<file path="config.mk">
export PLATFORM = sky130hd
export DESIGN_NAME = acsg_queue
export DESIGN_NICKNAME = d
export VERILOG_FILES = /design/src/sv/acsg_pkg.sv /design/src/sv/acsg_queue.sv
export SDC_FILE = /design/constraint.sdc
export NUM_CORES = 1
export LEC_CHECK = 0
export BUFFER_PORTS_ARGS = -buffer_cell sky130_fd_sc_hd__buf_4
export CAP_MARGIN = 20
export CORE_AREA = 2 2 107 109
export CTS_BUF_LIST = sky130_fd_sc_hd__clkbuf_8 sky130_fd_sc_hd__clkbuf_16
export DETAILED_ROUTE_END_ITERATION = 10
export DIE_AREA = 0 0 109 111
export GPL_TIMING_DRIVEN = 0
export PLACE_DENSITY = 0.74
export SYNTH_ARGS = -nofsm -noshare
export SYNTH_HDL_FRONTEND = slang
export SYNTH_SLANG_ARGS = --single-unit
</file>
<file path="constraint.sdc">
create_clock -name clk -period 3.9 [get_ports clk]
set_input_delay 0.78 -clock clk [delete_from_list [all_inputs] [get_ports clk]]
set_output_delay 0.78 -clock clk [all_outputs]
set_load 0.005 [all_outputs]
</file>
<file path="src/sv/acsg_pkg.sv">
`default_nettype none

package acsg_pkg;

    localparam int DEF_MAX_FRAME_SAMPLES = 8192;
    localparam int DEF_MAX_WINDOW_FRAMES = 64;
    localparam int RAMP_STEPS = 480;
    localparam int PHASE_W = $clog2(RAMP_STEPS + 1);
    localparam int GAIN_W = 17;
    localparam int MAX_CHANNELS = 8;
    localparam int FRAME_E_W = 44;
    localparam int WIN_E_W = 50;
    localparam int SQ_W = 31;
    localparam int ADDR_W = 5;

    localparam longint unsigned Q30_ONE = 64'd1073741824;
    localparam longint unsigned HALF_PI_Q30 = 64'd1686629713;

    localparam logic [2:0] REG_GATE_ENABLE = 3'd0;
    localparam logic [2:0] REG_CHANNEL_COUNT = 3'd1;
    localparam logic [2:0] REG_FRAME_SAMPLES = 3'd2;
    localparam logic [2:0] REG_WINDOW_FRAMES = 3'd3;
    localparam logic [2:0] REG_PEAK_LIMIT = 3'd4;
    localparam logic [2:0] REG_QUIET_LIMIT = 3'd5;
    localparam logic [2:0] REG_HOLD_FRAMES = 3'd6;

    typedef struct packed {
        logic signed [15:0] sample_in;
        logic               gate_armed;
    } in_item_t;

    typedef struct packed {
        logic signed [15:0] sample_out;
        logic               frame_zeroed;
        logic               gate_closing;
    } out_item_t;

    typedef struct packed {
        logic        gate_enable;
        logic [3:0]  channel_count;
        logic [13:0] frame_samples;
        logic [6:0]  window_frames;
        logic [14:0] peak_limit;
        logic [29:0] quiet_energy_limit;
        logic [7:0]  hold_frames;
    } cfg_t;

    localparam cfg_t CFG_RESET = '{
        gate_enable: 1'b1,
        channel_count: 4'd2,
        frame_samples: 14'd480,
        window_frames: 7'd40,
        peak_limit: 15'd31785,
        quiet_energy_limit: 30'd1074,
        hold_frames: 8'd60
    };

    typedef struct packed {
        logic signed [15:0] delayed;
        logic [15:0]        mag;
        logic [SQ_W-1:0]    sq;
        logic               armed;
        logic               last;
    } q_entry_t;

    typedef enum logic [3:0] {
        ST_IDLE,
        ST_GAIN,
        ST_MUL,
        ST_OUT,
        ST_LIM1,
        ST_LIM2,
        ST_DEC,
        ST_POP_RD,
        ST_POP_SUB,
        ST_PUSH
    } back_state_t;

    // Raised-cosine gain of one ramp phase; only evaluated for constant phases.
    function automatic logic [GAIN_W-1:0] ramp_gain(input int unsigned p);
        longint unsigned t;
        longint unsigned t2;
        longint unsigned f;
        longint unsigned s;
        longint unsigned g;
        if (p >= RAMP_STEPS) begin
            return GAIN_W'(32768);
        end
        t = (HALF_PI_Q30 * 64'(p)) / RAMP_STEPS;
        t2 = (t * t) >> 30;
        f = Q30_ONE - ((t2 * Q30_ONE) >> 30) / 110;
        f = Q30_ONE - ((t2 * f) >> 30) / 72;
        f = Q30_ONE - ((t2 * f) >> 30) / 42;
        f = Q30_ONE - ((t2 * f) >> 30) / 20;
        f = Q30_ONE - ((t2 * f) >> 30) / 6;
        s = (t * f) >> 30;
        if (s > Q30_ONE) begin
            s = Q30_ONE;
        end
        g = (s * s) >> 30;
        g = (g + 64'd16384) >> 15;
        if (g > 64'd32768) begin
            g = 64'd32768;
        end
        return GAIN_W'(g);
    endfunction

endpackage

`default_nettype wire

</file>
<file path="src/sv/acsg_queue.sv">
`default_nettype none

module acsg_queue (
    input  logic               clk,
    input  logic               rst_n,
    input  logic               push_valid,
    output logic               push_ready,
    input  acsg_pkg::q_entry_t push_data,
    output logic               pop_valid,
    input  logic               pop_ready,
    output acsg_pkg::q_entry_t pop_data
);
    import acsg_pkg::*;

    q_entry_t   entry_reg [2];
    logic       wr_ptr_reg, wr_ptr_next;
    logic       rd_ptr_reg, rd_ptr_next;
    logic [1:0] count_reg, count_next;
    logic       do_push;
    logic       do_pop;

    assign push_ready = (count_reg != 2'd2);
    assign pop_valid = (count_reg != 2'd0);
    assign pop_data = entry_reg[rd_ptr_reg];
    assign do_push = push_valid && push_ready;
    assign do_pop = pop_valid && pop_ready;

    always_comb
    begin
        wr_ptr_next = do_push ? ~wr_ptr_reg : wr_ptr_reg;
        rd_ptr_next = do_pop ? ~rd_ptr_reg : rd_ptr_reg;
        count_next = count_reg;
        if (do_push && !do_pop)
        begin
            count_next = count_reg + 2'd1;
        end
        else if (do_pop && !do_push)
        begin
            count_next = count_reg - 2'd1;
        end
    end

    always_ff @(posedge clk or negedge rst_n)
    begin
        if (!rst_n)
        begin
            wr_ptr_reg <= 1'b0;
            rd_ptr_reg <= 1'b0;
            count_reg <= 2'd0;
        end
        else
        begin
            wr_ptr_reg <= wr_ptr_next;
            rd_ptr_reg <= rd_ptr_next;
            count_reg <= count_next;
        end
    end

    always_ff @(posedge clk)
    begin
        if (do_push)
        begin
            entry_reg[wr_ptr_reg] <= push_data;
        end
    end

endmodule

`default_nettype wire

</file>
==> metrics.md <==
| Metric | Value |
|---|---|
| Fill cells | `830` |
| DR vias | `2,541` |
| CTS tree | `yes` |
| Initial core utilization | `45.6%` |
| Gr usage total | `around 15%` |
| Slew Limit Fails | `0` |
| CP Capture Type | `output pin` |
| Worst Clk Skew | `0.00764 ns` |
| Post-CTS resize count | `0` |
| Synthesized flop and latch total | `roughly 130` |
| Die height | `111 microns` |
| Max clock buf depth | `2` |
| Post-CTS Setup Bufs | `0` |
| Area Growth Syn to Fin | `36.4%` |
| Yosys warns | `0` |
| Syn Nets | `290` |
| Syn avg cell area | `22.9 sq um` |
| Start point of the critical path | `rd_ptr_reg` |
| Critical path type | `reg -> out` |
| Slew margin rel. | `a little over two thirds` |
| First-pass GRT wire length | `13.4 mm` |
| Post-DP HPWL | `approximately 5.8 mm` |
| Clock sinks | `134` |
| Status | `completed` |
| Fin crit period | `2.40 ns` |
| Fin. Hold Viols | `0` |
| Largest register FFs | `130` |
| Share of layout cells above drive strength 1 | `61.4%` |
| Multi-input gate area | `985 sq um` |
| Rows | `39` |
| Clock transition at path regs | `around 0.05 ns` |
| Reg2reg path depth | `4` |
| Nets | `approximately 450` |
| Synth Cell Area | `5050 sq um` |
| Synth unique cells | `15` |
| Kind of start point of the critical path | `register` |
| Most Crowded Layer GR | `met2` |
| Post-route clock period utilization | `61.4%` |
| Chip width | `~110 microns` |
| # Max-Cap Violations | `0` |
| Port bufs | `about 140` |
| Routability congestion estimate | `0.679` |
| PD cells | `roughly 760 nW/um^2` |
| Ant diodes | `0` |
| Via count of the first global-routing pass | `2,691` |
| Worst-skew pair later-pin latency | `~0.4 ns` |
| GR Util met1 | `between 10% and 20%` |
| Drt wl/cell | `16.4 microns` |
| Register area share after synthesis | `around four fifths` |
| Htree depth | `4` |
| Critical R2R Launch | `count_reg[0]` |
| Largest net degree at the start of global routing | `39` |
| Vias per cell | `4.78` |
| GRT overflow | `0` |
| Critical Path End | `pop_data[14]` |
| Synth Instances | `220` |
| I/O pins | `136` |
| Reg-to-Reg End | `entry_reg[0][31]` |
| Core area | `11,100 sq um` |
| Min-Delay Path Class | `in -> async` |
| Root Buffer | `clkbuf_16` |
| Crit path max fanout | `10` |
| Achievable Freq | `417 MHz` |
| Data required, critical path | `3.12 ns` |
| TNS Setup | `0 ns` |
| Endpoints failing setup | `0` |
| CTS Hold Bufs | `0` |
| Placement-stage cell area | `6310 sq um` |
| Worst-margin pin slew | `0.437 ns` |
| Met3 Resource Use GR | `between 5 and 6%` |
| P_leak | `about 2.7 nW` |
| Post-Route WL | `8.74 mm` |
| Initial antenna violation count | `0` |
| R2R Setup Slk | `2.21 ns` |
| Initial DRC Count | `112` |
| RSZ-0062 raised after global routing | `no` |
| DRC | `0` |
| GRT met2 Usage | `25.4%` |
| Antenna Nets Post-Route | `0` |
| Total Die Area | `approximately 12,000 sq um` |
| Worst vdd ir | `0.798 mV` |
| Design Area, Final | `6880 sq um` |
| TritonCTS buffer count | `17` |
| First-pass detailed-route iteration total | `6` |
| CP arrival | `1.62 ns` |
| Storage cell area | `4000 sq um` |
[critical path, cell delays in order, from the launching register on]
cell     delay [ns]
dfrtp_1        0.37
buf_6          0.18
buf_6          0.20
mux2_4         0.32
buf_4          0.14
[cell usage after synthesis]
| cell | n | share of area (%) |
|---|---|---|
| nor2_1 | 2 | 0.15 |
| and3_1 | 1 | 0.12 |
| dfrtp_1 | 4 | 2.0 |
| mux2_2 | 25 | 5.6 |
| edfxtp_1 | 130 | 77 |
| xnor2_1 | 3 | 0.52 |
| buf_6 | 5 | 1.1 |
| buf_2 | 2 | 0.20 |
| inv_1 | 1 | 0.074 |
| nand2b_1 | 1 | 0.12 |
| nand2_1 | 2 | 0.15 |
| or2_2 | 1 | 0.12 |
| mux2_4 | 40 | 12 |
| xor2_1 | 2 | 0.35 |
| ha_1 | 1 | 0.25 |
[worst min path at each step]
stage                 startpoint            to
global placement    count_reg[1]  count_reg[1]
global route               rst_n    wr_ptr_reg
detailed placement  count_reg[1]  count_reg[1]
finish                     rst_n    wr_ptr_reg
CTS                        rst_n    wr_ptr_reg
floorplan           count_reg[1]  count_reg[1]
[per-layer routing]
layer | share of wire [%] | wire length, microns
met1 | 40 | 3530
met2 | 52 | 4560
met3 | 6.5 | 566
met4 | 0.96 | 84
met5 | 0 | 0
[report_power, final]
| group | switching, mW | internal (mW) |
|---|---|---|
| clock | 0.535 | 0.983 |
| sequential | 0.0866 | 1.97 |
| combinational | 0.679 | 0.967 |
[layout make-up]
cell class                      count  share of cell area [%]
Buffer                              7                   0.964
Timing Repair Buffer              138                    15.6
Sequential cell                   134                    58.2
Inverter                            1                  0.0546
Clock inverter                     14                    2.09
Tap cell                          143                    2.60
Multi-Input combinational cell     78                    14.3
Clock buffer                       17                    6.18
[through the flow]
stage / total power [mW] / hold WS (ns) / setup slack (ns) / cells / util [%]
finish: 5.22 / 0.164 / 1.50 / 532 / 62.1
global route: 5.48 / 0.140 / 1.44 / 532 / 62.1
CTS: 5.30 / 0.145 / 1.46 / 532 / 62.1
detailed placement: 3.77 / 0.517 / 1.90 / 501 / 57.0
global placement: 3.70 / 0.478 / -0.139 / 498 / 56.3
floorplan: 3.00 / 0.456 / 0.913 / 220 / -
[cells in the final DEF, fill, tap and decap left out]
cell type     n
and3_4        1
buf_12        3
buf_2         2
buf_4       135
buf_6         5
bufinv_16     3
clkbuf_16    17
clkinv_1      3
clkinv_2      4
clkinvlp_4    2
dfrtp_1       4
edfxtp_1    130
ha_1          1
inv_1         3
mux2_2       25
mux2_4       40
nand2_1       2
nand2b_1      1
nor2_1        1
nor2_4        1
or2_2         1
xnor2_1       3
xor2_1        2
[logic make-up (layout without fill, tap and decap cells)]
| logic type | Yosys count | count (layout) | share of synthesized area [%] |
|---|---|---|---|
| adders and majority gates | 1 | 1 | 0.248 |
| xor gates and xnor gates | 5 | 5 | 0.868 |
| DFF | 134 | 134 | 79.3 |
| buffers and inverters | 8 | 177 | 1.39 |
| muxes | 65 | 65 | 17.5 |
| and+or+nand+nor | 7 | 7 | 0.670 |
Note: power is estimated with default switching activity, not from simulation.
